$ cat config.mk
export PLATFORM = sky130hd
export DESIGN_NAME = exp_taylor_series_unit
export DESIGN_NICKNAME = d
export VERILOG_FILES = /design/src/hw/rtl/ets_pkg.sv /design/src/hw/rtl/ets_ctrl.sv /design/src/hw/rtl/ets_datapath.sv /design/src/hw/rtl/exp_taylor_series_unit.sv
export SDC_FILE = /design/constraint.sdc
export NUM_CORES = 2
export LEC_CHECK = 0
export BUFFER_PORTS_ARGS = -buffer_cell sky130_fd_sc_hd__buf_4
export CORE_MARGIN = 2
export CORE_UTILIZATION = 43
export DETAILED_ROUTE_END_ITERATION = 8
export GPL_TIMING_DRIVEN = 0
export PLACE_DENSITY = 0.66
export SYNTH_ARGS = -nofsm -noshare
export SYNTH_HDL_FRONTEND = slang
export SYNTH_HIERARCHICAL = 1
export SYNTH_SLANG_ARGS = --single-unit
$ cat constraint.sdc
create_clock -name clk -period 60.3 [get_ports clk]
set_input_delay 18.09 -clock clk [delete_from_list [all_inputs] [get_ports clk]]
set_output_delay 18.09 -clock clk [all_outputs]
set_load 0.005 [all_outputs]
$ cat src/hw/rtl/ets_pkg.sv
// Shared types and constants for the exp Taylor series unit.
// No dependencies.
package ets_pkg;

  localparam int PROD_W    = 88;   // term magnitude (63b) times |x| (24b), rounded up to x8
  localparam int DIV_BITS  = 8;    // quotient bits per cycle in the term divider
  localparam int DIV_STEPS = PROD_W / DIV_BITS;
  localparam int RCP_W     = 64;
  localparam logic [63:0] SAT_LIM = 64'h7FFF_FFFF_FFFF_FFFF;

  typedef struct packed {
    logic               op;
    logic signed [23:0] arg_value;
    logic        [7:0]  term_count;
  } in_item_t;

  typedef struct packed {
    logic signed [63:0] approx_value;
    logic               overflow_flag;
  } out_item_t;

  typedef enum logic [3:0] {
    ST_IDLE,
    ST_START,
    ST_MUL_LO,
    ST_MUL_HI,
    ST_DIV,
    ST_TERM,
    ST_SUM,
    ST_RCP_INIT,
    ST_RCP,
    ST_FINISH
  } ets_state_t;

  typedef struct packed {
    logic load;
    logic mul_lo;
    logic mul_hi;
    logic div_step;
    logic term_upd;
    logic sum_upd;
    logic rcp_init;
    logic rcp_step;
    logic out_load;
  } ets_cmd_t;

  typedef struct packed {
    logic op;
    logic cnt_zero;
    logic series_last;
    logic div_done;
    logic rcp_done;
  } ets_status_t;

endpackage

$ cat src/hw/rtl/ets_ctrl.sv
// Controller FSM for the exp Taylor series unit.
// Depends on ets_pkg; drives the command struct of ets_datapath.
module ets_ctrl import ets_pkg::*; (
  input  logic        clk,
  input  logic        rst_n,
  input  logic        in_valid,
  output logic        in_ready,
  output logic        out_valid,
  input  logic        out_ready,
  input  ets_status_t status,
  output ets_cmd_t    cmd
);

  ets_state_t state_r, state_nxt;
  logic       out_valid_r, out_valid_nxt;
  logic       out_free;

  assign out_free  = !out_valid_r || out_ready;
  assign out_valid = out_valid_r;

  always_ff @(posedge clk) begin
    if (!rst_n) begin
      state_r     <= ST_IDLE;
      out_valid_r <= 1'b0;
    end else begin
      state_r     <= state_nxt;
      out_valid_r <= out_valid_nxt;
    end
  end

  always_comb begin
    state_nxt = state_r;
    case (state_r)
      ST_IDLE:     if (in_valid) state_nxt = ST_START;
      ST_START: begin
        if (!status.cnt_zero) state_nxt = ST_MUL_LO;
        else if (status.op)   state_nxt = ST_RCP_INIT;
        else                  state_nxt = ST_FINISH;
      end
      ST_MUL_LO:   state_nxt = ST_MUL_HI;
      ST_MUL_HI:   state_nxt = ST_DIV;
      ST_DIV:      if (status.div_done) state_nxt = ST_TERM;
      ST_TERM:     state_nxt = ST_SUM;
      ST_SUM: begin
        if (!status.series_last) state_nxt = ST_MUL_LO;
        else if (status.op)      state_nxt = ST_RCP_INIT;
        else                     state_nxt = ST_FINISH;
      end
      ST_RCP_INIT: state_nxt = ST_RCP;
      ST_RCP:      if (status.rcp_done) state_nxt = ST_FINISH;
      ST_FINISH:   if (out_free) state_nxt = ST_IDLE;
      default:     state_nxt = ST_IDLE;
    endcase
  end

  always_comb begin
    cmd           = '0;
    in_ready      = 1'b0;
    out_valid_nxt = out_valid_r && !out_ready;
    case (state_r)
      ST_IDLE: begin
        in_ready = 1'b1;
        cmd.load = in_valid;
      end
      ST_MUL_LO:   cmd.mul_lo   = 1'b1;
      ST_MUL_HI:   cmd.mul_hi   = 1'b1;
      ST_DIV:      cmd.div_step = 1'b1;
      ST_TERM:     cmd.term_upd = 1'b1;
      ST_SUM:      cmd.sum_upd  = 1'b1;
      ST_RCP_INIT: cmd.rcp_init = 1'b1;
      ST_RCP:      cmd.rcp_step = 1'b1;
      ST_FINISH: begin
        if (out_free) begin
          cmd.out_load  = 1'b1;
          out_valid_nxt = 1'b1;
        end
      end
      default: ;
    endcase
  end

endmodule

$ cat src/hw/rtl/ets_datapath.sv
// Datapath for the exp Taylor series unit: shared 32x24 multiplier, radix-256
// term divider, sign-magnitude accumulator, bit-serial reciprocal divider.
// Depends on ets_pkg; sequenced by ets_ctrl.
module ets_datapath import ets_pkg::*; #(
  parameter int MAX_TERMS = 255,
  parameter int FRAC_BITS = 18
) (
  input  logic        clk,
  input  in_item_t    in_data,
  input  ets_cmd_t    cmd,
  output ets_status_t status,
  output out_item_t   out_data
);

  localparam int NW = $clog2(MAX_TERMS + 1);

  logic              op_r;
  logic              xneg_r;
  logic [23:0]       mx_r;
  logic [NW-1:0]     count_r;
  logic [NW-1:0]     n_r;
  logic [63:0]       tmag_r;
  logic              tneg_r;
  logic [63:0]       smag_r;
  logic              sneg_r;
  logic              ovf_r;
  logic [PROD_W-1:0] prod_r;
  logic [NW-1:0]     rem_r;
  logic [3:0]        div_cnt_r;
  logic [63:0]       rq_r;
  logic [63:0]       rr_r;
  logic [5:0]        rcp_cnt_r;
  out_item_t         out_r;

  // load
  logic [NW-1:0] cnt_clamp;
  assign cnt_clamp = (32'(in_data.term_count) > 32'(MAX_TERMS)) ?
                     NW'(MAX_TERMS) : NW'(in_data.term_count);

  // one half of the term magnitude per cycle
  logic [31:0] mul_a;
  logic [55:0] mul_p;
  assign mul_a = cmd.mul_hi ? tmag_r[63:32] : tmag_r[31:0];
  assign mul_p = 56'(mul_a) * 56'(mx_r);

  // eight restoring steps of the division by n
  logic [PROD_W-1:0] div_nxt;
  logic [NW-1:0]     div_rem;
  always_comb begin
    logic [NW:0]         trial;
    logic [DIV_BITS-1:0] qb;
    div_rem = rem_r;
    qb      = '0;
    for (int i = 0; i < DIV_BITS; i++) begin
      trial = {div_rem, prod_r[PROD_W-1-i]};
      if (trial >= {1'b0, n_r}) begin
        trial         = trial - {1'b0, n_r};
        qb[DIV_BITS-1-i] = 1'b1;
      end
      div_rem = trial[NW-1:0];
    end
    div_nxt = {prod_r[PROD_W-DIV_BITS-1:0], qb};
  end

  // new term from the quotient
  logic [PROD_W-1:0] q_shift;
  logic              t_ovf;
  logic [63:0]       t_new;
  assign q_shift = prod_r >> FRAC_BITS;
  assign t_ovf   = |q_shift[PROD_W-1:63];
  assign t_new   = t_ovf ? SAT_LIM : {1'b0, q_shift[62:0]};

  // sign-magnitude accumulate
  logic [63:0] s_new;
  logic        sn_new;
  logic        s_ovf;
  always_comb begin
    s_ovf  = 1'b0;
    sn_new = sneg_r;
    if (tneg_r == sneg_r) begin
      if (smag_r > SAT_LIM - tmag_r) begin
        s_new = SAT_LIM;
        s_ovf = 1'b1;
      end else begin
        s_new = smag_r + tmag_r;
      end
    end else if (smag_r >= tmag_r) begin
      s_new = smag_r - tmag_r;
    end else begin
      s_new  = tmag_r - smag_r;
      sn_new = tneg_r;
    end
    if (s_new == '0) sn_new = 1'b0;
  end

  // reciprocal: one quotient bit per cycle
  logic [64:0] r_trial;
  logic        r_fit;
  assign r_trial = {rr_r, rq_r[63]};
  assign r_fit   = r_trial >= {1'b0, smag_r};

  logic [63:0] rcp_num;
  assign rcp_num = (64'(1) << (2 * FRAC_BITS)) + (smag_r >> 1);

  logic [63:0] mag_out;
  logic        zero_div;
  assign zero_div = op_r && (smag_r == '0);
  assign mag_out  = op_r ? rq_r : smag_r;

  always_ff @(posedge clk) begin
    if (cmd.load) begin
      op_r    <= in_data.op;
      xneg_r  <= in_data.arg_value[23];
      mx_r    <= in_data.arg_value[23] ? 24'(-in_data.arg_value) : in_data.arg_value;
      count_r <= cnt_clamp;
      n_r     <= NW'(1);
      tmag_r  <= 64'(1) << FRAC_BITS;
      tneg_r  <= 1'b0;
      smag_r  <= 64'(1) << FRAC_BITS;
      sneg_r  <= 1'b0;
      ovf_r   <= 1'b0;
    end
    if (cmd.mul_lo) prod_r <= PROD_W'(mul_p);
    if (cmd.mul_hi) begin
      prod_r    <= prod_r + (PROD_W'(mul_p) << 32);
      rem_r     <= '0;
      div_cnt_r <= '0;
    end
    if (cmd.div_step) begin
      prod_r    <= div_nxt;
      rem_r     <= div_rem;
      div_cnt_r <= div_cnt_r + 4'd1;
    end
    if (cmd.term_upd) begin
      tmag_r <= t_new;
      tneg_r <= (tneg_r ^ xneg_r) && (t_new != '0);
      if (t_ovf) ovf_r <= 1'b1;
    end
    if (cmd.sum_upd) begin
      smag_r <= s_new;
      sneg_r <= sn_new;
      n_r    <= n_r + NW'(1);
      if (s_ovf) ovf_r <= 1'b1;
    end
    if (cmd.rcp_init) begin
      rq_r      <= rcp_num;
      rr_r      <= '0;
      rcp_cnt_r <= '0;
    end
    if (cmd.rcp_step) begin
      rr_r      <= r_fit ? 64'(r_trial - {1'b0, smag_r}) : r_trial[63:0];
      rq_r      <= {rq_r[62:0], r_fit};
      rcp_cnt_r <= rcp_cnt_r + 6'd1;
    end
    if (cmd.out_load) begin
      out_r.approx_value  <= zero_div ? SAT_LIM : (sneg_r ? -mag_out : mag_out);
      out_r.overflow_flag <= ovf_r || zero_div;
    end
  end

  assign status.op          = op_r;
  assign status.cnt_zero    = (count_r == '0);
  assign status.series_last = (n_r == count_r) || (tmag_r == '0);
  assign status.div_done    = (div_cnt_r == 4'(DIV_STEPS - 1));
  assign status.rcp_done    = (rcp_cnt_r == 6'(RCP_W - 1));
  assign out_data           = out_r;

endmodule

$ cat src/hw/rtl/exp_taylor_series_unit.sv
// Top level of the exp Taylor series unit: ets_ctrl plus ets_datapath.
// Depends on ets_pkg, ets_ctrl, ets_datapath.
//
// Evaluates sum(x^n/n!, n=0..N) one term at a time (term = term*x/n), and with
// op=1 returns its reciprocal. One item is in flight at a time. The number of terms
// evaluated is N clamped to MAX_TERMS, or fewer once a term truncates to zero.
// Each term passes through the shared 32x24 multiplier (low half, then high half),
// the divider by n (8 quotient bits per cycle over an 88-bit product) and then the
// term update and the sum update; for op=1 the reciprocal follows, a setup step and
// then the one-bit divider steps. A finished result sits in an output register,
// so the next item can be accepted while it waits.
module exp_taylor_series_unit import ets_pkg::*; #(
  parameter int MAX_TERMS = 255,
  parameter int FRAC_BITS = 18
) (
  input  logic      clk,
  input  logic      rst_n,
  input  logic      in_valid,
  output logic      in_ready,
  input  in_item_t  in_data,
  output logic      out_valid,
  input  logic      out_ready,
  output out_item_t out_data
);

  ets_cmd_t    cmd;
  ets_status_t status;

  ets_ctrl u_ctrl (
    .clk       (clk),
    .rst_n     (rst_n),
    .in_valid  (in_valid),
    .in_ready  (in_ready),
    .out_valid (out_valid),
    .out_ready (out_ready),
    .status    (status),
    .cmd       (cmd)
  );

  ets_datapath #(
    .MAX_TERMS (MAX_TERMS),
    .FRAC_BITS (FRAC_BITS)
  ) u_dp (
    .clk      (clk),
    .in_data  (in_data),
    .cmd      (cmd),
    .status   (status),
    .out_data (out_data)
  );

endmodule

==> impl_metrics.csv <==
group,metric,value,unit
global_routing,antenna_found_initial,18,
setup_path,start_kind,"register",
logic_synthesis,syn-num-nets,9290,
placement,gp_congestion,1.05,
sta,setup_viol,0,
clock_tree,clkLatencyLatePin,0.71,ns
logic_synthesis,synthesis.area,0.0685,mm^2
logic_synthesis,ys_async_sr_fraction,0,
setup_path,r2r_start,"u_dp/n_r[1]",
setup_path,path_buf_inv,10,
setup_path,critPathMaxFanout,15,
sta,skew,0.0364,ns
setup_path,path_class,"reg2reg",
sta,worst_slew_pin_slew,1.48,ns
sta,max_freq,42.2,MHz
detailed_routing,wl_met3,28400,um
logic_synthesis,syn_inst,8020,
detailed_routing,totalWireLength,290000,um
detailed_routing,vias,63297,
sta,fin_crit,23.71,ns
setup_path,crit_start,"u_dp/n_r[1]",
setup_path,cpPeakStageDelay,0.70,ns
detailed_routing,drt_iter0_drc,7707,
clock_tree,postCtsSetupBuffers,0,
sta,maxSlewViolCount,0,
placement,portBuffers,103,
sta,slew_headroom,0.00229,
die,die_h,403,um
sta,hold_viol,0,
global_routing,grt_use_total,0.353,
detailed_routing,dr.pass1.iters,6,
detailed_routing,met1Wirelength,113000,um
setup_path,timing.rr.end,"u_dp/rem_r[5]",
cells_and_area,seq_area,0.0142,mm^2
die,core_area,0.158,mm^2
setup_path,crit_slowest_cell,"inv_1",
setup_path,critical_path.top_delay_family,"compound AO/OA/AOI/OAI gates",
global_routing,grt_pass1_wl,423000,um
logic_synthesis,synth.distinct_cells,102,
placement,place_hpwl,237000,um
die,io_pins,104,
detailed_routing,post_drt_wl_per_cell,28.1,um
detailed_routing,route.met2.wl,127000,um
sta,rsz0062_at_grt,"false",
cells_and_area,multi_input_area,0.0490,mm^2
logic_synthesis,synth_edf_count,470,
clock_tree,ctsLongestPathBuffers,3,
logic_synthesis,synthFlopType,"edfxtp_1",
cells_and_area,fillers,15587,
die,num_rows,146,
global_routing,grt_pass1_vias,62144,
setup_path,crit_top_cell,"o21ai_0",
logic_synthesis,yosysSeqAreaShare,0.208,
global_routing,grt_max_degree,65,
logic_synthesis,yosysTopAreaCell,"edfxtp_1",
setup_path,r2r.worst_path.cells,106,
sta,fin_crit_sh,0.393,
detailed_routing,vias_per_cell,6.12,
clock_tree,cts_buffers,57,
clock_tree,clk_pin_slew,0.06,ns
global_routing,grt_overflow,0,
clock_tree,cts_num_sinks,476,
job,drv_cap,3,
clock_tree,root_buffer,"clkbuf_16",
outcome,status,"complete, but fails checks",
outcome,violations,"capacitance limit",
clock_tree,htree_levels,2,
setup_path,cp.required,60.73,ns
die,die_x,403,um
cells_and_area,final_nets,9475,
sta,timing.setup.tns,0,ns
setup_path,path_depth,106,
clock_tree,cts_hold_buf,0,
logic_synthesis,synthTopCellsByArea,"edfxtp_1 (21%), fa_1 (20%), ha_1 (10%)",
setup_path,arrival,24.14,ns
detailed_routing,ant_nets,0,
die,start_util,0.433,
setup_path,regToRegSetupSlack,36.59,ns
logic_synthesis,yosysWarnings,6,
die,die_area,0.162,mm^2
logic_synthesis,ys_seq_elements,476,
logic_synthesis,synth_area_per_cell,8.54,um^2
cells_and_area,drive_above_1_share,0.0426,
clock_tree,cts.repair.resized,0,
clock_tree,cts_tree,"yes",
setup_path,endpoint_kind,"register",
setup_path,endpoint,"u_dp/rem_r[5]",
detailed_routing,top_layer,"met5",
cells_and_area,area_growth,8.46,%
hold_path,min_from,"u_dp/rq_r[15]",
logic_synthesis,synth_top_area_frac,0.206,
detailed_routing,drc_errors,0,
hold_path,hp-class,"reg2reg",
==> cells in the mapped netlist, drive strengths merged, types with 14 or more instances <==
library cell	n
nand2	1151
inv	974
fa	671
ha	562
a21oi	538
edfxtp	470
o21ai	458
nor2	377
clkbuf	334
and2	283
xnor2	257
a21o	164
nor3	124
nand3	123
o21a	121
nand4	97
nor4	90
nand2b	88
o21bai	87
mux2i	85
xor2	69
and3	64
buf	63
nor2b	57
a22o	55
o31ai	52
a211oi	49
or3	45
a31oi	37
a21boi	30
or2	30
o211ai	28
o22ai	27
or4	24
o221ai	22
a2111oi	19
a221oi	18
mux2	17
o2111ai	15
o41ai	15
a211o	14
==> logic make-up (layout without fill, tap and decap cells) <==
| kind of cell | count (synthesis) | after routing | synth area share |
|---|---|---|---|
| flops | 476 | 476 | 0.208 |
| buf+inv | 1373 | 1607 | 0.0761 |
| simple gates | 2595 | 2595 | 0.179 |
| other cells | 0 | 12 | 0 |
| xor+xnor | 326 | 326 | 0.0417 |
| mux | 102 | 102 | 0.0153 |
| compound gates | 1915 | 1915 | 0.181 |
| fa+ha+maj | 1233 | 1233 | 0.299 |
==> worst min path at each step <==
stage,end,slack (ns),cells past startpoint
after floorplan,u_dp/out_data[0],0.48,1
after global placement,u_dp/rq_r[20],0.53,2
after detailed placement,u_dp/rq_r[16],0.53,2
after CTS,u_dp/rq_r[16],0.55,2
after global routing,u_dp/prod_r[21],0.56,1
final,u_dp/rq_r[16],0.55,2
==> tightest hold or removal path, cell delays in order (launching register included) <==
cell and delay (ns):
edfxtp_1 0.33, nand2_1 0.05, o21ai_0 0.06
==> cell type report <==
cell class              instances  share of cell area
multi-input cells            6171               0.660
clock buffers                  66              0.0201
repair buffers                126              0.0141
clock inverters                42             0.00812
plain buffers                 397              0.0209
diodes                         12            0.000404
well taps                    2072              0.0349
inverters                     976              0.0493
flip-flops and latches        476               0.192
==> layer usage <==
layer | vias to the layer above | global-route usage
met2 | 3500 | 0.547
met4 | 4 | 0.213
met5 | - | 0
li1 | 27860 | -
met3 | 873 | 0.0757
met1 | 31060 | 0.451
==> sequential cells by signal (all words and copies together) (netlist names) <==
name,cells
u_dp/out_data,65
u_dp/tneg_r,1
u_dp/xneg_r,1
u_dp/sneg_r,1
u_dp/op_r,1
u_dp/div_cnt_r,4
u_dp/n_r,8
u_ctrl/out_valid,1
u_ctrl/state_r,4
u_dp/smag_r,64
u_dp/rcp_cnt_r,6
u_dp/mx_r,24
u_dp/rq_r,64
u_dp/ovf_r,1
u_dp/rr_r,64
u_dp/tmag_r,63
u_dp/rem_r,8
u_dp/count_r,8
u_dp/prod_r,88
==> stage by stage <==
stage	worst slack (ns)	hold WS, ns	instance area [um^2]	std cells	util
2_1_floorplan	37.17	0.479	68500	8020	-
3_3_place_gp	35.22	0.528	71800	10195	0.454
3_5_place_dp	36.89	0.533	72100	10217	0.456
4_1_cts	36.74	0.547	74200	10325	0.469
5_1_grt	34.23	0.563	74200	10327	0.469
6_report	36.59	0.546	74300	10338	0.469
==> cells in the final DEF (no fill, tap or decap), drive strengths merged, types with 45 or more instances in the layout <==
master and n:
nand3 123, fa 671, edfxtp 470, buf 186, mux2i 85, xor2 69
ha 562, and3 64, nand4 97, o21bai 87, a21o 164, a211oi 49
o21ai 458, and2 283, clkbuf 402, a21oi 538, o31ai 52, nor4 90
nor3 124, nor2b 57, nand2 1151, xnor2 257, o21a 121, a22o 55
nand2b 88, inv 978, or3 45, nor2 377
Power is not shown: default switching activity piles up to over one toggle a cycle in this logic, so the estimate is an artifact.
